**src/hdl/dsch_pkg.sv**
```systemverilog
package dsch_pkg;

    localparam int TABLE_DEPTH = 8;
    localparam int BLOCK_BITS  = 16;
    localparam int IDX_W       = $clog2(TABLE_DEPTH);
    localparam int CNT_W       = $clog2(TABLE_DEPTH + 1);
    localparam int PRIO_W      = 4;
    localparam int LEVEL_W     = 3;
    localparam int MODE_W      = 2;
    localparam int TAG_W       = 8;
    localparam int DELAY_W     = 8;
    localparam int LAT_W       = 48;
    localparam int TOT_W       = 32;
    localparam int PEND_W      = 4;

    localparam logic [PRIO_W-1:0] KERNEL_PRIORITY = PRIO_W'(8);

    // s_tdata layout
    localparam int S_BLOCK_LO = 0;
    localparam int S_WRITE_LO = S_BLOCK_LO + BLOCK_BITS;
    localparam int S_MODE_LO  = S_WRITE_LO + 1;
    localparam int S_TAG_LO   = S_MODE_LO + MODE_W;
    localparam int S_OWNER_LO = S_TAG_LO + TAG_W;
    localparam int S_LEVEL_LO = S_OWNER_LO + 1;
    localparam int S_FIELDS_W = S_LEVEL_LO + LEVEL_W;
    localparam int S_TDATA_W  = ((S_FIELDS_W + 7) / 8) * 8;

    // m_tdata layout
    localparam int M_FIELDS_W = BLOCK_BITS + 1 + MODE_W + TAG_W + BLOCK_BITS + LAT_W
                                + 2 * TOT_W + PEND_W;
    localparam int M_TDATA_W  = ((M_FIELDS_W + 7) / 8) * 8;

    typedef enum logic {
        OP_SUBMIT = 1'b0,
        OP_DRAIN  = 1'b1
    } opcode_t;

    typedef enum logic {
        REG_POLICY    = 1'b0,
        REG_ROT_DELAY = 1'b1
    } cfg_reg_t;

    typedef enum logic {
        POL_FCFS = 1'b0,
        POL_SSTF = 1'b1
    } policy_t;

    typedef enum logic [2:0] {
        ST_IDLE,
        ST_INSERT,
        ST_SCAN,
        ST_FLUSH,
        ST_UPDATE,
        ST_OUTPUT
    } state_t;

    typedef struct packed {
        logic [BLOCK_BITS-1:0] block;
        logic                  is_write;
        logic [MODE_W-1:0]     mode;
        logic [TAG_W-1:0]      tag;
        logic [PRIO_W-1:0]     prio;
    } slot_entry_t;

    typedef struct packed {
        logic                  en;
        logic                  is_write;
        logic [BLOCK_BITS-1:0] seek;
    } stats_upd_t;

endpackage

```
**src/hdl/disk_request_scheduler_sstf.sv**
```systemverilog
// Disk request scheduler holding up to eight pending block requests. A submit
// (s_tuser = 0) stores its request in the lowest free slot and then services one
// request; a drain (s_tuser = 1) only services one, and gives no result when the
// table is empty. cfg index 0 selects the policy (0 lowest valid slot, 1 shortest
// seek first, ties to the lower priority level, kernel requests last), index 1 the
// rotational delay added to the latency total per service. One item is handled at
// a time: a submit that fits first writes its slot, then every slot is read and
// compared, and the pick is released and counted before its result is loaded.
// The slot RAM's single read port feeds one comparator one slot per cycle. A
// finished result sits in the output register, so the next item is taken while
// it waits for m_tready.
module disk_request_scheduler_sstf (
    input  logic                             aclk,
    input  logic                             aresetn,
    // configuration write channel
    input  logic                             cfg_valid,
    output logic                             cfg_ready,
    input  logic                             cfg_index,
    input  logic [dsch_pkg::DELAY_W-1:0]     cfg_data,
    // request stream
    input  logic                             s_tvalid,
    output logic                             s_tready,
    // block_number[15:0], is_write[16], transfer_mode[18:17], buffer_tag[26:19],
    // has_owner[27], owner_level[30:28], zero[31]
    input  logic [dsch_pkg::S_TDATA_W-1:0]   s_tdata,
    // opcode[0]
    input  logic                             s_tuser,
    // result stream
    output logic                             m_tvalid,
    input  logic                             m_tready,
    // out_block_number[15:0], out_is_write[16], out_transfer_mode[18:17],
    // out_buffer_tag[26:19], seek_distance[42:27], latency_total[90:43],
    // read_total[122:91], write_total[154:123], pending_count[158:155], zero[159]
    output logic [dsch_pkg::M_TDATA_W-1:0]   m_tdata,
    // full_error[0]
    output logic                             m_tuser
);

    dsch_pkg::state_t                state_reg, state_next;
    dsch_pkg::policy_t               policy_reg;
    logic [dsch_pkg::DELAY_W-1:0]    rot_delay_reg;

    logic [dsch_pkg::TABLE_DEPTH-1:0] slot_valid_reg;
    logic [dsch_pkg::CNT_W-1:0]      occ_reg;
    logic [dsch_pkg::BLOCK_BITS-1:0] head_reg;

    dsch_pkg::slot_entry_t           req_reg;
    dsch_pkg::slot_entry_t           in_entry;
    logic [dsch_pkg::IDX_W-1:0]      free_idx_reg, free_idx;
    logic                            full_reg;
    logic                            table_full;

    logic [dsch_pkg::IDX_W-1:0]      scan_idx_reg;
    logic                            cmp_en_reg;
    logic [dsch_pkg::IDX_W-1:0]      cmp_idx_reg;

    logic                            best_found_reg;
    logic [dsch_pkg::IDX_W-1:0]      best_idx_reg;
    dsch_pkg::slot_entry_t           best_entry_reg;
    logic [dsch_pkg::BLOCK_BITS-1:0] lead_seek_reg;

    logic                            m_tvalid_reg;
    logic [dsch_pkg::M_TDATA_W-1:0]  m_tdata_reg;
    logic                            m_tuser_reg;

    logic                            s_xfer;
    logic                            out_free;
    logic                            ram_we;
    logic                            scan_go;
    logic                            load_out;
    logic [$bits(dsch_pkg::slot_entry_t)-1:0] ram_rdata;
    dsch_pkg::slot_entry_t           rd_entry;
    logic [dsch_pkg::BLOCK_BITS-1:0] cand_dist;
    logic                            cand_better;
    logic                            take_cand;
    dsch_pkg::stats_upd_t            stats_upd;
    logic [dsch_pkg::LAT_W-1:0]      latency_total;
    logic [dsch_pkg::TOT_W-1:0]      read_total;
    logic [dsch_pkg::TOT_W-1:0]      write_total;

    assign cfg_ready = 1'b1;
    assign s_xfer    = s_tvalid && s_tready;
    assign out_free  = !m_tvalid_reg || m_tready;
    assign table_full = &slot_valid_reg;
    assign rd_entry  = dsch_pkg::slot_entry_t'(ram_rdata);
    assign take_cand = cmp_en_reg && slot_valid_reg[cmp_idx_reg] && cand_better;

    always_comb begin
        in_entry.block    = s_tdata[dsch_pkg::S_BLOCK_LO +: dsch_pkg::BLOCK_BITS];
        in_entry.is_write = s_tdata[dsch_pkg::S_WRITE_LO];
        in_entry.mode     = s_tdata[dsch_pkg::S_MODE_LO +: dsch_pkg::MODE_W];
        in_entry.tag      = s_tdata[dsch_pkg::S_TAG_LO +: dsch_pkg::TAG_W];
        if (s_tdata[dsch_pkg::S_OWNER_LO]) begin
            in_entry.prio = dsch_pkg::PRIO_W'(s_tdata[dsch_pkg::S_LEVEL_LO +: dsch_pkg::LEVEL_W]);
        end else begin
            in_entry.prio = dsch_pkg::KERNEL_PRIORITY;
        end
    end

    // lowest free slot
    always_comb begin
        free_idx = '0;
        for (int i = dsch_pkg::TABLE_DEPTH - 1; i >= 0; i--) begin
            if (!slot_valid_reg[i]) begin
                free_idx = dsch_pkg::IDX_W'(i);
            end
        end
    end

    always_comb begin
        state_next = state_reg;
        case (state_reg)
            dsch_pkg::ST_IDLE: begin
                if (s_xfer) begin
                    if (dsch_pkg::opcode_t'(s_tuser) == dsch_pkg::OP_SUBMIT && !table_full) begin
                        state_next = dsch_pkg::ST_INSERT;
                    end else if (occ_reg == '0) begin
                        state_next = dsch_pkg::ST_IDLE;
                    end else begin
                        state_next = dsch_pkg::ST_SCAN;
                    end
                end
            end
            dsch_pkg::ST_INSERT: state_next = dsch_pkg::ST_SCAN;
            dsch_pkg::ST_SCAN: begin
                if (scan_idx_reg == dsch_pkg::IDX_W'(dsch_pkg::TABLE_DEPTH - 1)) begin
                    state_next = dsch_pkg::ST_FLUSH;
                end
            end
            dsch_pkg::ST_FLUSH:  state_next = dsch_pkg::ST_UPDATE;
            dsch_pkg::ST_UPDATE: state_next = dsch_pkg::ST_OUTPUT;
            dsch_pkg::ST_OUTPUT: begin
                if (out_free) begin
                    state_next = dsch_pkg::ST_IDLE;
                end
            end
            default: state_next = dsch_pkg::ST_IDLE;
        endcase
    end

    always_comb begin
        s_tready = 1'b0;
        ram_we   = 1'b0;
        scan_go  = 1'b0;
        load_out = 1'b0;
        case (state_reg)
            dsch_pkg::ST_IDLE:   s_tready = 1'b1;
            dsch_pkg::ST_INSERT: ram_we   = 1'b1;
            dsch_pkg::ST_SCAN:   scan_go  = 1'b1;
            dsch_pkg::ST_OUTPUT: load_out = out_free;
            default: ;
        endcase
        stats_upd.en       = (state_reg == dsch_pkg::ST_UPDATE);
        stats_upd.is_write = best_entry_reg.is_write;
        stats_upd.seek     = lead_seek_reg;
    end

    dsch_ram #(
        .WIDTH ($bits(dsch_pkg::slot_entry_t)),
        .DEPTH (dsch_pkg::TABLE_DEPTH)
    ) u_slot_ram (
        .aclk  (aclk),
        .we    (ram_we),
        .waddr (free_idx_reg),
        .wdata (req_reg),
        .raddr (scan_idx_reg),
        .rdata (ram_rdata)
    );

    dsch_seek_unit u_seek (
        .head       (head_reg),
        .entry      (rd_entry),
        .policy     (policy_reg),
        .best_found (best_found_reg),
        .lead_seek  (lead_seek_reg),
        .best_prio  (best_entry_reg.prio),
        .seek_len   (cand_dist),
        .better     (cand_better)
    );

    dsch_stats u_stats (
        .aclk          (aclk),
        .aresetn       (aresetn),
        .upd           (stats_upd),
        .rot_delay     (rot_delay_reg),
        .latency_total (latency_total),
        .read_total    (read_total),
        .write_total   (write_total)
    );

    always_ff @(posedge aclk) begin
        if (!aresetn) begin
            state_reg      <= dsch_pkg::ST_IDLE;
            policy_reg     <= dsch_pkg::POL_FCFS;
            rot_delay_reg  <= dsch_pkg::DELAY_W'(1);
            slot_valid_reg <= '0;
            occ_reg        <= '0;
            head_reg       <= '0;
            scan_idx_reg   <= '0;
            cmp_en_reg     <= 1'b0;
            best_found_reg <= 1'b0;
            m_tvalid_reg   <= 1'b0;
        end else begin
            state_reg  <= state_next;
            cmp_en_reg <= scan_go;
            if (cfg_valid && cfg_ready) begin
                case (dsch_pkg::cfg_reg_t'(cfg_index))
                    dsch_pkg::REG_POLICY:    policy_reg    <= dsch_pkg::policy_t'(cfg_data[0]);
                    dsch_pkg::REG_ROT_DELAY: rot_delay_reg <= cfg_data;
                    default: ;
                endcase
            end
            if (s_xfer) begin
                best_found_reg <= 1'b0;
                scan_idx_reg   <= '0;
            end
            if (ram_we) begin
                slot_valid_reg[free_idx_reg] <= 1'b1;
                occ_reg <= occ_reg + 1'b1;
            end
            if (scan_go) begin
                scan_idx_reg <= scan_idx_reg + 1'b1;
            end
            if (take_cand) begin
                best_found_reg <= 1'b1;
            end
            if (stats_upd.en) begin
                slot_valid_reg[best_idx_reg] <= 1'b0;
                occ_reg  <= occ_reg - 1'b1;
                head_reg <= best_entry_reg.block;
            end
            if (load_out) begin
                m_tvalid_reg <= 1'b1;
            end else if (m_tready) begin
                m_tvalid_reg <= 1'b0;
            end
        end
    end

    always_ff @(posedge aclk) begin
        if (s_xfer) begin
            req_reg      <= in_entry;
            free_idx_reg <= free_idx;
            full_reg     <= (dsch_pkg::opcode_t'(s_tuser) == dsch_pkg::OP_SUBMIT) && table_full;
        end
        cmp_idx_reg <= scan_idx_reg;
        if (take_cand) begin
            best_idx_reg   <= cmp_idx_reg;
            best_entry_reg <= rd_entry;
            lead_seek_reg  <= cand_dist;
        end
        if (load_out) begin
            m_tuser_reg <= full_reg;
            m_tdata_reg <= dsch_pkg::M_TDATA_W'({
                dsch_pkg::PEND_W'(occ_reg),
                write_total,
                read_total,
                latency_total,
                lead_seek_reg,
                best_entry_reg.tag,
                best_entry_reg.mode,
                best_entry_reg.is_write,
                best_entry_reg.block
            });
        end
    end

    assign m_tvalid = m_tvalid_reg;
    assign m_tdata  = m_tdata_reg;
    assign m_tuser  = m_tuser_reg;

`ifndef SYNTH
    a_occ_matches_valid: assert property (@(posedge aclk) disable iff (!aresetn)
        occ_reg == dsch_pkg::CNT_W'($countones(slot_valid_reg)))
        else $error("occupancy count disagrees with slot valid bits");

    a_update_has_pick: assert property (@(posedge aclk) disable iff (!aresetn)
        state_reg == dsch_pkg::ST_UPDATE |-> best_found_reg)
        else $error("service step reached without a chosen slot");

    a_pick_released: assert property (@(posedge aclk) disable iff (!aresetn)
        state_reg == dsch_pkg::ST_UPDATE |=> !slot_valid_reg[$past(best_idx_reg)])
        else $error("serviced slot still marked valid");

    a_result_from_output: assert property (@(posedge aclk) disable iff (!aresetn)
        $rose(m_tvalid_reg) |-> $past(state_reg == dsch_pkg::ST_OUTPUT))
        else $error("result raised outside the output step");
`endif

endmodule

```
**src/hdl/dsch_ram.sv**
```systemverilog
module dsch_ram #(
    parameter int WIDTH = 8,
    parameter int DEPTH = 8
) (
    input  logic                     aclk,
    input  logic                     we,
    input  logic [$clog2(DEPTH)-1:0] waddr,
    input  logic [WIDTH-1:0]         wdata,
    input  logic [$clog2(DEPTH)-1:0] raddr,
    output logic [WIDTH-1:0]         rdata
);

    logic [WIDTH-1:0] mem [DEPTH];

    always_ff @(posedge aclk) begin
        if (we) begin
            mem[waddr] <= wdata;
        end
        rdata <= mem[raddr];
    end

endmodule

```
**src/hdl/dsch_seek_unit.sv**
```systemverilog
module dsch_seek_unit (
    input  logic [dsch_pkg::BLOCK_BITS-1:0] head,
    input  dsch_pkg::slot_entry_t           entry,
    input  dsch_pkg::policy_t               policy,
    input  logic                            best_found,
    input  logic [dsch_pkg::BLOCK_BITS-1:0] lead_seek,
    input  logic [dsch_pkg::PRIO_W-1:0]     best_prio,
    output logic [dsch_pkg::BLOCK_BITS-1:0] seek_len,
    output logic                            better
);

    logic [dsch_pkg::BLOCK_BITS-1:0] key_dist;
    logic [dsch_pkg::BLOCK_BITS-1:0] key_best;
    logic [dsch_pkg::PRIO_W-1:0]     key_prio;
    logic [dsch_pkg::PRIO_W-1:0]     key_best_prio;

    always_comb begin
        if (entry.block >= head) begin
            seek_len = entry.block - head;
        end else begin
            seek_len = head - entry.block;
        end
        // FCFS flattens the keys so that only the first valid slot wins
        if (policy == dsch_pkg::POL_SSTF) begin
            key_dist      = seek_len;
            key_best      = lead_seek;
            key_prio      = entry.prio;
            key_best_prio = best_prio;
        end else begin
            key_dist      = '0;
            key_best      = '0;
            key_prio      = '0;
            key_best_prio = '0;
        end
        better = !best_found || (key_dist < key_best)
                 || ((key_dist == key_best) && (key_prio < key_best_prio));
    end

endmodule

```
**src/hdl/dsch_stats.sv**
```systemverilog
module dsch_stats (
    input  logic                         aclk,
    input  logic                         aresetn,
    input  dsch_pkg::stats_upd_t         upd,
    input  logic [dsch_pkg::DELAY_W-1:0] rot_delay,
    output logic [dsch_pkg::LAT_W-1:0]   latency_total,
    output logic [dsch_pkg::TOT_W-1:0]   read_total,
    output logic [dsch_pkg::TOT_W-1:0]   write_total
);

    logic [dsch_pkg::LAT_W-1:0] lat_reg, lat_next;
    logic [dsch_pkg::TOT_W-1:0] reads_reg, reads_next;
    logic [dsch_pkg::TOT_W-1:0] writes_reg, writes_next;
    logic [dsch_pkg::LAT_W:0]   lat_sum;

    always_comb begin
        lat_sum     = {1'b0, lat_reg} + (dsch_pkg::LAT_W + 1)'(upd.seek)
                      + (dsch_pkg::LAT_W + 1)'(rot_delay);
        lat_next    = lat_reg;
        reads_next  = reads_reg;
        writes_next = writes_reg;
        if (upd.en) begin
            // saturate on carry out of the top bit
            lat_next = lat_sum[dsch_pkg::LAT_W] ? '1 : lat_sum[dsch_pkg::LAT_W-1:0];
            if (upd.is_write) begin
                if (writes_reg != '1) begin
                    writes_next = writes_reg + 1'b1;
                end
            end else begin
                if (reads_reg != '1) begin
                    reads_next = reads_reg + 1'b1;
                end
            end
        end
    end

    always_ff @(posedge aclk) begin
        if (!aresetn) begin
            lat_reg    <= '0;
            reads_reg  <= '0;
            writes_reg <= '0;
        end else begin
            lat_reg    <= lat_next;
            reads_reg  <= reads_next;
            writes_reg <= writes_next;
        end
    end

    assign latency_total = lat_reg;
    assign read_total    = reads_reg;
    assign write_total   = writes_reg;

endmodule

```
**config.mk**
```make
export PLATFORM = sky130hd
export DESIGN_NAME = disk_request_scheduler_sstf
export DESIGN_NICKNAME = d
export VERILOG_FILES = /design/src/hdl/dsch_pkg.sv /design/src/hdl/disk_request_scheduler_sstf.sv /design/src/hdl/dsch_ram.sv /design/src/hdl/dsch_seek_unit.sv /design/src/hdl/dsch_stats.sv
export SDC_FILE = /design/constraint.sdc
export NUM_CORES = 1
export LEC_CHECK = 0
export BUFFER_PORTS_ARGS = -buffer_cell sky130_fd_sc_hd__buf_2
export CAP_MARGIN = 20
export CELL_PAD_IN_SITES_DETAIL_PLACEMENT = 1
export CELL_PAD_IN_SITES_GLOBAL_PLACEMENT = 1
export CORE_MARGIN = 1
export CORE_UTILIZATION = 54
export CTS_CLUSTER_SIZE = 12
export DETAILED_ROUTE_END_ITERATION = 7
export PLACE_DENSITY = 0.82
export SETUP_SLACK_MARGIN = 0.1
export SYNTH_ARGS = -nofsm -noshare
export SYNTH_HDL_FRONTEND = slang
export SYNTH_HIERARCHICAL = 1
export SYNTH_SLANG_ARGS = --single-unit
```
**constraint.sdc**
```tcl
create_clock -name aclk -period 10.7 [get_ports aclk]
set_input_delay 1.605 -clock aclk [delete_from_list [all_inputs] [get_ports aclk]]
set_output_delay 1.605 -clock aclk [all_outputs]
set_load 0.03 [all_outputs]
```
After elaboration in Yosys (flattened, before gate mapping)
Memory sizes are Yosys's and may differ from the RTL's. A register that Yosys moved wholly into a read port is not among the register bits.
Index checks and enable logic that the tools add are counted.
{"block": "word_totals", "ramBits": 248, "mem_count": 1, "elab_cells": 140, "ff_bits": 406}
{"block": "op_classes", "mux": 43, "add_sub_neg": 9, "bitwise": 6, "eq_ne": 12, "reduce_logical": 28, "order_cmp": 8}
{"memory": "u_slot_ram.mem", "depth": 8, "word_bits": 31, "read_ports": 1, "rd_ports_with_merged_regs": 1, "wr": 1, "line_no": "dsch_ram.sv:13", "rtl": "logic [WIDTH-1:0] mem [DEPTH];"}
{"op": "adder 32 x 1 -> 32 bit (second input constant)", "n": 2}
{"op": "inequality test 32 bit (second input constant)", "n": 2}
{"op": "adder 48 x 16 -> 49 bit", "n": 1}
{"op": "adder 49 x 8 -> 49 bit", "n": 1}
{"op": "two-way mux 16 bit", "n": 3}
{"op": "two-way mux 48 bit", "n": 1}
{"op": "subtractor 16 bit", "n": 2}
{"op": "two-way mux 3 bit", "n": 9}
{"op": "two-way mux 8 bit", "n": 3}
{"op": "two-way mux 4 bit", "n": 5}
{"op": "one-hot mux 3 bit (6 select lines)", "n": 1}
{"op": "== test 16 bit", "n": 1}
{"op": "greater-or-equal comparator 16 bit", "n": 1}
{"op": "less-than comparator 16 bit", "n": 1}
{"op": "two-way mux 1 bit", "n": 14}
{"op": "less-than comparator 3 x 4 -> 1 bit (second input constant)", "n": 3}
{"op": "== test 3 bit (second input constant)", "n": 3}
{"op": "AND reduction 3 bit", "n": 3}
{"op": "AND 8 bit", "n": 1}
{"op": "logical AND 1 bit", "n": 8}
{"op": "two-way mux 2 bit", "n": 4}
{"op": "NOT 8 bit", "n": 1}
{"op": "bitwise OR 8 bit", "n": 1}
{"op": "AND reduction 8 bit", "n": 1}
{"op": "18 further kinds", "n": 34}

Depth between registers and ports, before layout
Gate-level depths: netlist of the first run.
{"block": "depth", "depth_word": 9, "mapped_depth": 23, "mapped_depth_nobuf": 22}

Modules after synthesis
Netlist of the first run, hierarchy kept.
{"module": "dsch_ram", "area_per_inst_um2": 10221.1, "n_inst": 1, "seq_area_each_um2": 8067.7, "cells_each": 402}
{"module": "disk_request_scheduler_sstf", "area_per_inst_um2": 9606.7, "n_inst": 1, "seq_area_each_um2": 8338.0, "cells_each": 509}
{"module": "dsch_stats", "area_per_inst_um2": 6108.4, "n_inst": 1, "seq_area_each_um2": 2242.2, "cells_each": 727}
{"module": "dsch_seek_unit", "area_per_inst_um2": 2245.9, "n_inst": 1, "seq_area_each_um2": 0.0, "cells_each": 315}

Worst setup path after synthesis of the first run
OpenSTA, ideal clock, no wires.
{"block": "synth_path", "kind": "in2reg", "start": "in m_tready", "end": "reg m_tdata_reg (netlist bit m_tdata[0]) (enable)", "n_path_buf": 0, "setup_slack_ns": 4.713, "arrival_time_ns": 5.447, "required_time_ns": 10.160, "path_stages": 2, "setup_time_ns": 0.540, "path_cell_list": "nand2b_1 and3_1"}
{"block": "synth_via", "elab_chain_len": 2}
{"element": "from (decl)", "line_no": "disk_request_scheduler_sstf.sv:30", "rtl": "input logic m_tready,"}
{"element": "logical OR 1 bit", "line_no": "disk_request_scheduler_sstf.sv:83", "rtl": "assign out_free = !m_tvalid_reg || m_tready;"}
{"element": "two-way mux 1 bit", "line_no": "disk_request_scheduler_sstf.sv:146", "rtl": "case (state_reg)"}
{"element": "named net load_out", "line_no": "disk_request_scheduler_sstf.sv:70", "rtl": "logic load_out;"}
{"element": "to (signal assigned)", "line_no": "disk_request_scheduler_sstf.sv:254", "rtl": "m_tdata_reg <= dsch_pkg::M_TDATA_W'({"}
{"element": "to (decl)", "line_no": "disk_request_scheduler_sstf.sv:63", "rtl": "logic [dsch_pkg::M_TDATA_W-1:0] m_tdata_reg;"}
The timed path passes the listed nets, and every way through them passes these cells.
A chain may end at the register's enable or synchronous reset.

Worst setup path after layout of the first run
{"block": "layout_path", "start": "reg head_reg[5] in the netlist's numbering", "end": "reg lead_seek_reg[14] in the netlist's numbering (enable)"}
{"block": "layout_via", "elab_chain_len": 7, "word_cells_on_any_way": 11, "classes_between": "add/sub (2); order compare (2); eq/ne (1); mux (2); reduce/logical (4)"}
{"element": "from (decl)", "line_no": "disk_request_scheduler_sstf.sv:45", "rtl": "logic [dsch_pkg::BLOCK_BITS-1:0] head_reg;"}
{"element": "from (signal assigned)", "line_no": "disk_request_scheduler_sstf.sv:230", "rtl": "head_reg <= best_entry_reg.block;"}
{"element": "greater-or-equal comparator 16 bit *", "line_no": "dsch_seek_unit.sv:18", "rtl": "if (entry.block >= head) begin"}
{"element": "two-way mux 16 bit *", "line_no": "dsch_seek_unit.sv:18"}
{"element": "named net cand_dist (one bit)", "line_no": "disk_request_scheduler_sstf.sv:73", "rtl": "logic [dsch_pkg::BLOCK_BITS-1:0] cand_dist;"}
{"element": "two-way mux 16 bit *", "line_no": "dsch_seek_unit.sv:24", "rtl": "if (policy == dsch_pkg::POL_SSTF) begin"}
{"element": "less-than comparator 16 bit / == test 16 bit (equally long branches)", "line_no": "dsch_seek_unit.sv:35, dsch_seek_unit.sv:36"}
{"element": "logical OR 1 bit / logical AND 1 bit (equally long branches)", "line_no": "dsch_seek_unit.sv:35, dsch_seek_unit.sv:36"}
{"element": "logical OR 1 bit *", "line_no": "dsch_seek_unit.sv:36", "rtl": "|| ((key_dist == key_best) && (key_prio < key_best_prio));"}
{"element": "named net cand_better", "line_no": "disk_request_scheduler_sstf.sv:74", "rtl": "logic cand_better;"}
{"element": "logical AND 1 bit *", "line_no": "disk_request_scheduler_sstf.sv:86", "rtl": "assign take_cand = cmp_en_reg && slot_valid_reg[cmp_idx_reg] && cand_better;"}
{"element": "named net take_cand", "line_no": "disk_request_scheduler_sstf.sv:75", "rtl": "logic take_cand;"}
{"element": "to (signal assigned)", "line_no": "disk_request_scheduler_sstf.sv:250", "rtl": "lead_seek_reg <= cand_dist;"}
{"element": "to (decl)", "line_no": "disk_request_scheduler_sstf.sv:60", "rtl": "logic [dsch_pkg::BLOCK_BITS-1:0] lead_seek_reg;"}
Mark *: on every way through the listed nets, which the timed path passes. The rest lies on a longest branch.

==> results.sh, run 1 <==
export IMPL_fillers=4846
export IMPL_n_antenna_cell=0
export IMPL_cts_setup_buffers=0
export IMPL_grtUsageTotal_pct=25.2
export IMPL_cts_buffers=72
export IMPL_crit_chain="inv_1 > ha_1 > and3_1 > a2111oi_4 > a31o_4 > and3_4 > mux2_1 > and2_1 > ha_1 > nor2b_1 > o21ai_0 > nand2b_1 > a21oi_1 > o41ai_1 > o311ai_0 > o311a_1 > and3_2 > buf_4"
export IMPL_pin_count=211
export IMPL_netlist_top_cells_count="493 x edfxtp_1, 192 x dfxtp_1, 129 x nand2_1"
export IMPL_use_met1_pct=30.3
export IMPL_dp_cells=2784
export IMPL_grt_pass1_vias=18200
export IMPL_grt_busiest_layer="met2"
export IMPL_clock_fmax_mhz=162
export IMPL_fin_crit_ps=6180
export IMPL_ir_drop_mv=0.154
export IMPL_rr_endpoint="lead_seek_reg[14]"
export IMPL_vias=17000
export IMPL_grt_setup_unrepaired="false"
export IMPL_skew_ps=16.0
export IMPL_synth_cell_types=81
export IMPL_yosysWarnings=6
export IMPL_hold_violations=0
export IMPL_setup_tns_ps=0
export IMPL_area_delta_synth_final_pct=14.2
export IMPL_cp_end_kind="flop"
export IMPL_worst_slew_pin_slew_ps=1010
export IMPL_routed_via_density=5.84
export IMPL_io_buffer_count=207
export IMPL_cp_start_kind="flop"
export IMPL_slew_headroom_pct=33.0
export IMPL_clk_path_buf_depth=3
export IMPL_cp_data_required_time_ps=10950
export IMPL_power_density_nw_per_um2=188
export IMPL_nNetsFinal=2318
export IMPL_die_h_um=230
export IMPL_p_leak_nw=11.3
export IMPL_mappedNetlistArea_um2=28200
export IMPL_final_util_pct=62.6
export IMPL_cts_tree="yes"
export IMPL_cts_root_buf="clkbuf_16"
export IMPL_crit_start="head_reg[5]"
export IMPL_final_cell_count_no_fill=2918
export IMPL_yosysMostFrequentCell="edfxtp_1"
export IMPL_cts_htree_levels=3
export IMPL_seq_area_frac_synth_pct=66.2
export IMPL_cpPeakStageDelay_ps=590
export IMPL_netlist_top_cell_by_area="edfxtp_1"
export IMPL_clkSinkCount=685
export IMPL_status="completed"
export IMPL_largest_register_ff_count=248
export IMPL_holdBufCountCts=0
export IMPL_worstSetupPathType="reg2reg"
export IMPL_initial_core_util_pct=54.8
export IMPL_die_area_um2=53100
export IMPL_ys_flop_type="edfxtp_1"
export IMPL_synth_top_area_share_pct=52.5
export IMPL_reg2reg_from="head_reg[5]"
export IMPL_avgSynthCellArea_um2=14.4
export IMPL_num_rows=83
export IMPL_synth_edf_count=493
export IMPL_arrival_ps=6430
export IMPL_synthTopCellsByArea="edfxtp_1 53%, dfxtp_1 14%, mux4_1 5.8%, ha_1 3.5%, a21oi_1 1.9%"
export IMPL_rrSetupSlack_ps=4520
export IMPL_setup_violations=0
export IMPL_slew_viol_final=0
export IMPL_ys_ff_latch=685
export IMPL_drtIter0Drc=1176
export IMPL_ys_async_sr_fraction_pct=0
export IMPL_clk_pin_slew_ps=60
export IMPL_rr_worst_depth=18
export IMPL_dp_hpwl_um=41800
export IMPL_place_congestion=0.864
export IMPL_grt_max_degree=73
export IMPL_first_pass_iters=5
export IMPL_crit_path_top_delay_cell="o311ai_0"
export IMPL_clk_latency_ps=630
export IMPL_globalRouteMet2Util_pct=44.7
export IMPL_grt_first_pass_wirelength_um=102000
export IMPL_gr_total_overflow=0
export IMPL_cp_max_fo=32
export IMPL_core_region_area_um2=51400
export IMPL_ant_nets=0
export IMPL_syn_nets=2090
export IMPL_antenna_found_initial=2
export IMPL_die_w_um=230
export IMPL_wire_per_inst_um=22.6
export IMPL_post_cts_resized=0
export IMPL_drt_total_wl_um=66000
export IMPL_finalCritPeriodShare_pct=57.7
export IMPL_met3_usage_pct=4.08
export IMPL_drv_cap=0
export IMPL_cpMostUsedCell="ha_1"
export IMPL_drc=0
export IMPL_cp_endpoint="lead_seek_reg[14]"
export IMPL_drive_gt1_share_pct=17.6
export IMPL_synth_cells=1953
export IMPL_hp_class="reg2reg"
layer usage:
metal	routed length, um	share of wire (%)
met3	2900	4.4
met2	34400	52
met5	27	0.041
met4	2080	3.2
met1	26600	40
area by class of cell:
class                   instances  area [um2]  share of cell area (%)
inverters                      63         236                   0.734
flip-flops and latches        685       18700                    57.9
well taps                     680         851                    2.64
clock inverters                19         272                   0.843
repair buffers                231        1230                    3.81
multi-input cells            1128        8950                    27.8
clock buffers                 112        2010                    6.25
worst max-delay path: cells and delay by family, from the launching register on:
family / cells / cell delay (ps)
and+or+nand+nor: 6 / 1540
adders and majority gates: 2 / 750
muxes: 1 / 350
buffers and inverters: 2 / 590
DFF: 1 / 350
AOI/OAI and AO/OA: 7 / 2170
stage by stage:
step / setup WS, ps / total power [W] / cell area [um2] / hold WS [ps]
finish: 4520 / 0.00607 / 32200 / 404
global route: 4310 / 0.00628 / 32200 / 419
CTS: 4500 / 0.00612 / 32200 / 404
detailed placement: 4570 / 0.00370 / 29900 / 390
global placement: 4710 / 0.00365 / 29900 / 387
floorplan: 4710 / 0.00354 / 28200 / 366
power breakdown:
| part | switching (W) | internal (W) | leakage [nW] |
|---|---|---|---|
| logic | 0.000326 | 0.000233 | 4.19 |
| clock network | 0.00102 | 0.00138 | 1.10 |
| registers | 0.0000998 | 0.00300 | 6.03 |
| total | 0.00145 | 0.00461 | 11.3 |
placed cells by master, fill, tap and decap left out, types with 7 or more instances in the layout:
cell type and count:
and2_1 40, edfxtp_1 493, a31oi_1 11, clkbuf_1 34, a21oi_1 105, nand4_1 39
fa_1 11, mux2_2 32, clkinv_2 7, o31ai_1 7, o21ai_0 72, and4_1 15
buf_2 208, o211ai_1 8, a21boi_0 21, a211oi_1 7, xnor2_1 47, nand2_1 129
ha_1 79, nor2b_1 19, and3_1 23, xor2_1 50, a21o_1 17, nor3_1 29
dfxtp_1 189, or3_1 18, buf_4 22, nand3_1 58, mux2i_1 18, mux4_1 62
inv_1 61, clkbuf_16 72, a21boi_1 10, nor2_1 93, nand2b_1 12
cell families after synthesis:
logic type,Yosys count,share of synthesized area [%]
DFF,685,66.2
and+or+nand+nor,521,9.62
AOI/OAI and AO/OA,305,6.84
buffers and inverters,140,2.31
muxes,113,7.74
xor gates and xnor gates,97,3.01
adders and majority gates,90,4.29
other,2,0.0266
worst min-delay path by stage:
stage	startpoint	to	cells after the start
2_1_floorplan	scan_idx_reg[2]	cmp_idx_reg[2]	0
3_5_place_dp	u_slot_ram/rdata[6]	best_entry_reg[6]	0
3_3_place_gp	u_slot_ram/rdata[10]	best_entry_reg[10]	0
5_1_grt	u_slot_ram/rdata[12]	best_entry_reg[12]	0
4_1_cts	u_slot_ram/rdata[6]	best_entry_reg[6]	0
6_report	u_slot_ram/rdata[6]	best_entry_reg[6]	0
Note: power is estimated with default switching activity, not from simulation.
==> inputs of run 2 (changes only) <==
--- a/config.mk
+++ b/config.mk
@@ -10,10 +10,10 @@
 export CELL_PAD_IN_SITES_DETAIL_PLACEMENT = 1
 export CELL_PAD_IN_SITES_GLOBAL_PLACEMENT = 1
 export CORE_MARGIN = 1
-export CORE_UTILIZATION = 54
+export CORE_UTILIZATION = 50
 export CTS_CLUSTER_SIZE = 12
 export DETAILED_ROUTE_END_ITERATION = 7
-export PLACE_DENSITY = 0.82
+export PLACE_DENSITY = 0.77
 export SETUP_SLACK_MARGIN = 0.1
 export SYNTH_ARGS = -nofsm -noshare
 export SYNTH_HDL_FRONTEND = slang
==> constraint.sdc (replaced) <==
create_clock -name aclk -period 6.1 [get_ports aclk]
set_input_delay 0.915 -clock aclk [delete_from_list [all_inputs] [get_ports aclk]]
set_output_delay 0.915 -clock aclk [all_outputs]
set_load 0.03 [all_outputs]
==> results.sh, run 2 (synthesized netlist as in run 1, its figures left out) <==
export IMPL_status="completed"
export IMPL_cp_end_kind="flop"
export IMPL_crit_start="head_reg[1]"
export IMPL_cpPeakStageDelay_ps=510
export IMPL_dp_cells=2851
export IMPL_gr_total_overflow=0
export IMPL_drc=0
export IMPL_cts_root_buf="clkbuf_16"
export IMPL_largest_register_ff_count=248
export IMPL_finalCritPeriodShare_pct=88.0
export IMPL_worstSetupPathType="reg2reg"
export IMPL_post_cts_resized=0
export IMPL_place_congestion=0.843
export IMPL_antenna_found_initial=0
export IMPL_cp_data_required_time_ps=6350
export IMPL_routed_via_density=5.64
export IMPL_slew_headroom_pct=23.3
export IMPL_fillers=5291
export IMPL_cp_start_kind="flop"
export IMPL_cts_htree_levels=3
export IMPL_layout_common_cells="493 x edfxtp_1, 207 x buf_2, 189 x dfxtp_1, 129 x nand2_1, 105 x a21oi_1"
export IMPL_crit_path_top_delay_cell="o311ai_0"
export IMPL_dp_hpwl_um=41600
export IMPL_cp_endpoint="best_entry_reg[6]"
export IMPL_cpMostUsedCell="a21oi_1"
export IMPL_hp_class="reg2reg"
export IMPL_clock_fmax_mhz=186
export IMPL_post_place_ws_ps=694
export IMPL_setup_violations=0
export IMPL_holdBufCountCts=0
export IMPL_worst_slew_pin_slew_ps=1140
export IMPL_skew_ps=21.0
export IMPL_layout_setup_ws_ps=733
export IMPL_grtUsageTotal_pct=22.6
export IMPL_ir_drop_mv=0.260
export IMPL_die_area_um2=57300
export IMPL_rr_worst_depth=20
export IMPL_io_buffer_count=207
export IMPL_initial_core_util_pct=50.9
export IMPL_clk_pin_slew_ps=60
export IMPL_wire_per_inst_um=21.5
export IMPL_drv_cap=0
export IMPL_fin_crit_ps=5370
export IMPL_grt_max_degree=102
export IMPL_p_comb_share_pct=9.0
export IMPL_clk_latency_ps=610
export IMPL_drt_total_wl_um=64300
export IMPL_grt_first_pass_wirelength_um=99100
export IMPL_final_cell_count_no_fill=2987
export IMPL_cts_tree="yes"
export IMPL_clk_path_buf_depth=3
export IMPL_drive_gt1_share_pct=17.5
export IMPL_core_region_area_um2=55400
export IMPL_cp_max_fo=30
export IMPL_crit_chain="inv_1 > fa_1 > a21o_1 > a2111oi_4 > a31o_4 > nand3_4 > mux2i_1 > xor2_1 > and2_1 > ha_1 > a21oi_1 > nor2b_1 > o21ai_0 > a21oi_1 > nor3_1 > nor2_1 > o311ai_0 > o311a_1 > and3_2 > buf_4"
export IMPL_grt_pass1_vias=17700
export IMPL_die_h_um=239
export IMPL_rr_endpoint="best_entry_reg[6]"
export IMPL_vias=16800
export IMPL_reg2reg_from="head_reg[1]"
export IMPL_p_seq_share_pct=51.1
export IMPL_cts_setup_buffers=0
export IMPL_nNetsFinal=2317
export IMPL_final_common_cell="edfxtp_1"
export IMPL_grt_setup_unrepaired="false"
export IMPL_area_delta_synth_final_pct=14.6
export IMPL_hold_violations=0
export IMPL_first_pass_iters=5
export IMPL_setup_tns_ps=0
export IMPL_ant_nets=0
export IMPL_power_internal_w=0.00814
export IMPL_drtIter0Drc=932
export IMPL_swShare_pct=23.5
export IMPL_rrSetupSlack_ps=730
export IMPL_slew_viol_final=0
export IMPL_n_antenna_cell=0
export IMPL_pin_count=211
export IMPL_die_w_um=239
export IMPL_clkSinkCount=685
export IMPL_power_switching_w=0.00250
export IMPL_power_density_nw_per_um2=330
export IMPL_hold_slack_ps=400
export IMPL_arrival_ps=5620
export IMPL_clkPwrFrac_pct=39.9
export IMPL_cts_buffers=73
export IMPL_p_leak_nw=11.3
export IMPL_num_rows=86
-- run 2: cell types whose count changed in the layout (fill, tap and decap cells not counted), moves of 2 or more --
cell       before  now
clkbuf_16      72   74
clkbuf_1       34   36
buf_4          22   20
clkinv_1        1    3
-- run 2: layout make-up --
cell class / count / area [um2] / area share [%]
multi-input cells: 1128 / 8950 / 27.7
clock inverters: 17 / 209 / 0.647
well taps: 748 / 936 / 2.90
repair buffers: 229 / 1230 / 3.80
flip-flops and latches: 685 / 18700 / 57.8
inverters: 63 / 236 / 0.732
clock buffers: 117 / 2080 / 6.45
-- run 2: routing by layer --
layer | GRT usage (%) | wire length, um | vias up
li1 | - | - | 7846
met1 | 28.6 | 27500 | 8534
met2 | 39.6 | 32400 | 356
met3 | 3.57 | 2690 | 109
met4 | 7.13 | 1690 | 0
met5 | 0 | 0 | -
-- run 2: through the flow --
step,total power [W],utilization [%],area (um2)
floorplan,0.00620,-,28200
global placement,0.00642,54.1,30000
detailed placement,0.00649,54.1,30000
CTS,0.0108,58.2,32300
global route,0.0110,58.3,32300
finish,0.0106,58.3,32300
-- run 2: critical path, delay by kind of cell (launching register included) --
kind                     cells  cell delay [ps]
buffers and inverters        2              520
XOR/XNOR                     1              190
multiplexers                 1              260
AND/OR/NAND/NOR              6              830
adder cells (fa/ha/maj)      2              700
AO/OA/AOI/OAI                8             2070
flip-flops                   1              420
-- run 2: power groups by stage --
stage	clock, W	combinational (W)	sequential, W
3_5_place_dp	0	0.000956	0.00554
6_report	0.00425	0.000962	0.00543
5_1_grt	0.00450	0.00105	0.00546
2_1_floorplan	0	0.000745	0.00546
4_1_cts	0.00435	0.000965	0.00544
3_3_place_gp	0	0.000915	0.00551
-- run 2: how the worst min path moves through the flow --
stage | end | startpoint | slack (ps) | depth (start not counted)
2_1_floorplan | cmp_idx_reg[2] | scan_idx_reg[2] | 370 | 0
3_3_place_gp | best_entry_reg[10] | u_slot_ram/rdata[10] | 390 | 0
3_5_place_dp | best_entry_reg[10] | u_slot_ram/rdata[10] | 390 | 0
4_1_cts | best_entry_reg[10] | u_slot_ram/rdata[10] | 400 | 0
5_1_grt | best_entry_reg[10] | u_slot_ram/rdata[10] | 410 | 0
6_report | best_entry_reg[10] | u_slot_ram/rdata[10] | 400 | 0
==> inputs of run 3 (changes only) <==
--- a/config.mk
+++ b/config.mk
@@ -5,16 +5,17 @@
 export SDC_FILE = /design/constraint.sdc
 export NUM_CORES = 1
 export LEC_CHECK = 0
-export BUFFER_PORTS_ARGS = -buffer_cell sky130_fd_sc_hd__buf_2
 export CAP_MARGIN = 20
 export CELL_PAD_IN_SITES_DETAIL_PLACEMENT = 1
 export CELL_PAD_IN_SITES_GLOBAL_PLACEMENT = 1
 export CORE_MARGIN = 1
-export CORE_UTILIZATION = 50
+export CORE_UTILIZATION = 53
 export CTS_CLUSTER_SIZE = 12
 export DETAILED_ROUTE_END_ITERATION = 7
+export DONT_BUFFER_PORTS = 1
 export PLACE_DENSITY = 0.77
 export SETUP_SLACK_MARGIN = 0.1
+export SLEW_MARGIN = 20
 export SYNTH_ARGS = -nofsm -noshare
 export SYNTH_HDL_FRONTEND = slang
 export SYNTH_HIERARCHICAL = 1
==> results.sh, run 3 (synthesized netlist as in run 1, its figures left out) <==
export IMPL_holdBufCountCts=0
export IMPL_drt_total_wl_um=63900
export IMPL_place_congestion=0.865
export IMPL_ir_drop_mv=0.305
export IMPL_cts_tree="yes"
export IMPL_area_delta_synth_final_pct=11.1
export IMPL_dp_hpwl_um=40200
export IMPL_swShare_pct=23.6
export IMPL_cts_setup_buffers=0
export IMPL_antenna_found_initial=0
export IMPL_drv_cap=0
export IMPL_initial_core_util_pct=53.6
export IMPL_post_place_ws_ps=749
export IMPL_die_w_um=233
export IMPL_setup_violations=0
export IMPL_p_comb_share_pct=8.3
export IMPL_clk_latency_ps=620
export IMPL_reg2reg_from="head_reg[5]"
export IMPL_clk_pin_slew_ps=60
export IMPL_slew_headroom_pct=24.0
export IMPL_cp_end_kind="flop"
export IMPL_power_density_nw_per_um2=345
export IMPL_worstHoldStart="s_tdata[14]"
export IMPL_drive_gt1_share_pct=9.41
export IMPL_largest_register_ff_count=248
export IMPL_grtUsageTotal_pct=23.7
export IMPL_clkPwrFrac_pct=41.1
export IMPL_grt_pass1_vias=16900
export IMPL_wire_per_inst_um=23.5
export IMPL_post_cts_resized=0
export IMPL_gr_total_overflow=0
export IMPL_drc=0
export IMPL_core_region_area_um2=52600
export IMPL_ant_nets=0
export IMPL_fillers=4858
export IMPL_grt_max_degree=103
export IMPL_io_buffer_count=0
export IMPL_worstSetupPathType="reg2reg"
export IMPL_rr_worst_depth=20
export IMPL_hold_violations=0
export IMPL_grt_setup_unrepaired="false"
export IMPL_cts_root_buf="clkbuf_16"
export IMPL_p_seq_share_pct=50.5
export IMPL_power_internal_w=0.00826
export IMPL_hold_path_end="req_reg[29]"
export IMPL_finalCritPeriodShare_pct=87.0
export IMPL_clk_path_buf_depth=3
export IMPL_final_common_cell="edfxtp_1"
export IMPL_skew_ps=19.8
export IMPL_worst_slew_pin_slew_ps=1140
export IMPL_num_rows=84
export IMPL_rr_endpoint="best_entry_reg[8]"
export IMPL_hp_class="in2reg"
export IMPL_die_area_um2=54100
export IMPL_cp_start_kind="flop"
export IMPL_layout_setup_ws_ps=795
export IMPL_cp_data_required_time_ps=6350
export IMPL_routed_via_density=5.94
export IMPL_slew_viol_final=0
export IMPL_holdPathStages=0
export IMPL_drtIter0Drc=1013
export IMPL_power_switching_w=0.00255
export IMPL_status="completed"
export IMPL_nNetsFinal=2108
export IMPL_arrival_ps=5560
export IMPL_fin_crit_ps=5310
export IMPL_vias=16100
export IMPL_n_antenna_cell=0
export IMPL_layout_common_cells="493 x edfxtp_1, 189 x dfxtp_1, 129 x nand2_1, 105 x a21oi_1, 93 x nor2_1"
export IMPL_setup_tns_ps=0
export IMPL_clock_fmax_mhz=188
export IMPL_pin_count=211
export IMPL_grt_first_pass_wirelength_um=97600
export IMPL_cp_max_fo=27
export IMPL_die_h_um=233
export IMPL_first_pass_iters=7
export IMPL_clkSinkCount=685
export IMPL_p_leak_nw=10.6
export IMPL_rrSetupSlack_ps=790
export IMPL_cts_buffers=74
export IMPL_cts_htree_levels=3
==> run 3: cell types whose count changed in the layout (fill, tap and decap cells not counted), moves of 3 or more <==
| cell | before | now |
|---|---|---|
| clkbuf_1 | 36 | 23 |
| clkinv_1 | 3 | 7 |
| buf_2 | 207 | 0 |
| clkinv_16 | 0 | 3 |
==> run 3: power groups by stage <==
| stage | sequential, W | clock, W | combinational, W |
|---|---|---|---|
| 4_1_cts | 0.00546 | 0.00455 | 0.000906 |
| 6_report | 0.00546 | 0.00444 | 0.000901 |
| 5_1_grt | 0.00549 | 0.00470 | 0.000986 |
| 3_3_place_gp | 0.00553 | 0 | 0.000860 |
| 3_5_place_dp | 0.00556 | 0 | 0.000895 |
| 2_1_floorplan | 0.00546 | 0 | 0.000745 |
==> run 3: how the worst max path moves through the flow <==
stage	to	slack [ps]	from	cells past startpoint
floorplan	best_entry_reg[0]	710	head_reg[1]	18
global placement	best_entry_reg[5]	830	u_slot_ram/rdata[15]	20
detailed placement	best_entry_reg[6]	750	head_reg[1]	18
CTS	best_entry_reg[4]	730	head_reg[5]	20
global route	best_entry_reg[4]	430	head_reg[1]	20
finish	best_entry_reg[8]	790	head_reg[5]	20
==> run 3: worst max-delay path: stages (launching register included) <==
cell and delay [ps]:
dfxtp_1 360, inv_1 60, ha_1 440, and3_1 280, a2111oi_4 470, a31o_4 240, nand3_4 160, mux2i_1 230
xor2_1 200, and2_1 160, ha_1 250, a21oi_1 140, nor2b_1 60, o21ai_0 180, a21oi_1 100, nor3_1 150
nor2_1 90, o311ai_0 480, o311a_1 280, and3_2 200, buf_4 400
==> run 3: routing by layer <==
metal | up-vias | wire (um) | track usage [%] | part of all wire (%)
met5 | - | 0 | 0 | 0
met3 | 111 | 2930 | 4.28 | 4.6
met2 | 420 | 32000 | 40.3 | 50
met1 | 8175 | 27200 | 30.3 | 43
met4 | 0 | 1750 | 8.72 | 2.7
li1 | 7429 | - | - | -
==> run 3: through the flow <==
step | util, % | cells | power (W) | hold slack (ps) | cell area [um2]
after detailed placement | 54.9 | 2583 | 0.00645 | 390 | 28900
final | 59.6 | 2717 | 0.0108 | 382 | 31300
after CTS | 59.5 | 2717 | 0.0109 | 348 | 31300
after global routing | 59.6 | 2717 | 0.0112 | 358 | 31300
after floorplan | - | 1953 | 0.00620 | 366 | 28200
after global placement | 54.9 | 2583 | 0.00639 | 387 | 28900
==> run 3: layout make-up <==
class / instances / area (um2) / area share [%]
flip-flops and latches: 685 / 18700 / 59.6
multi-input cells: 1128 / 8950 / 28.6
clock buffers: 107 / 2090 / 6.67
well taps: 688 / 861 / 2.75
clock inverters: 27 / 350 / 1.12
inverters: 63 / 236 / 0.756
repair buffers: 19 / 155 / 0.496
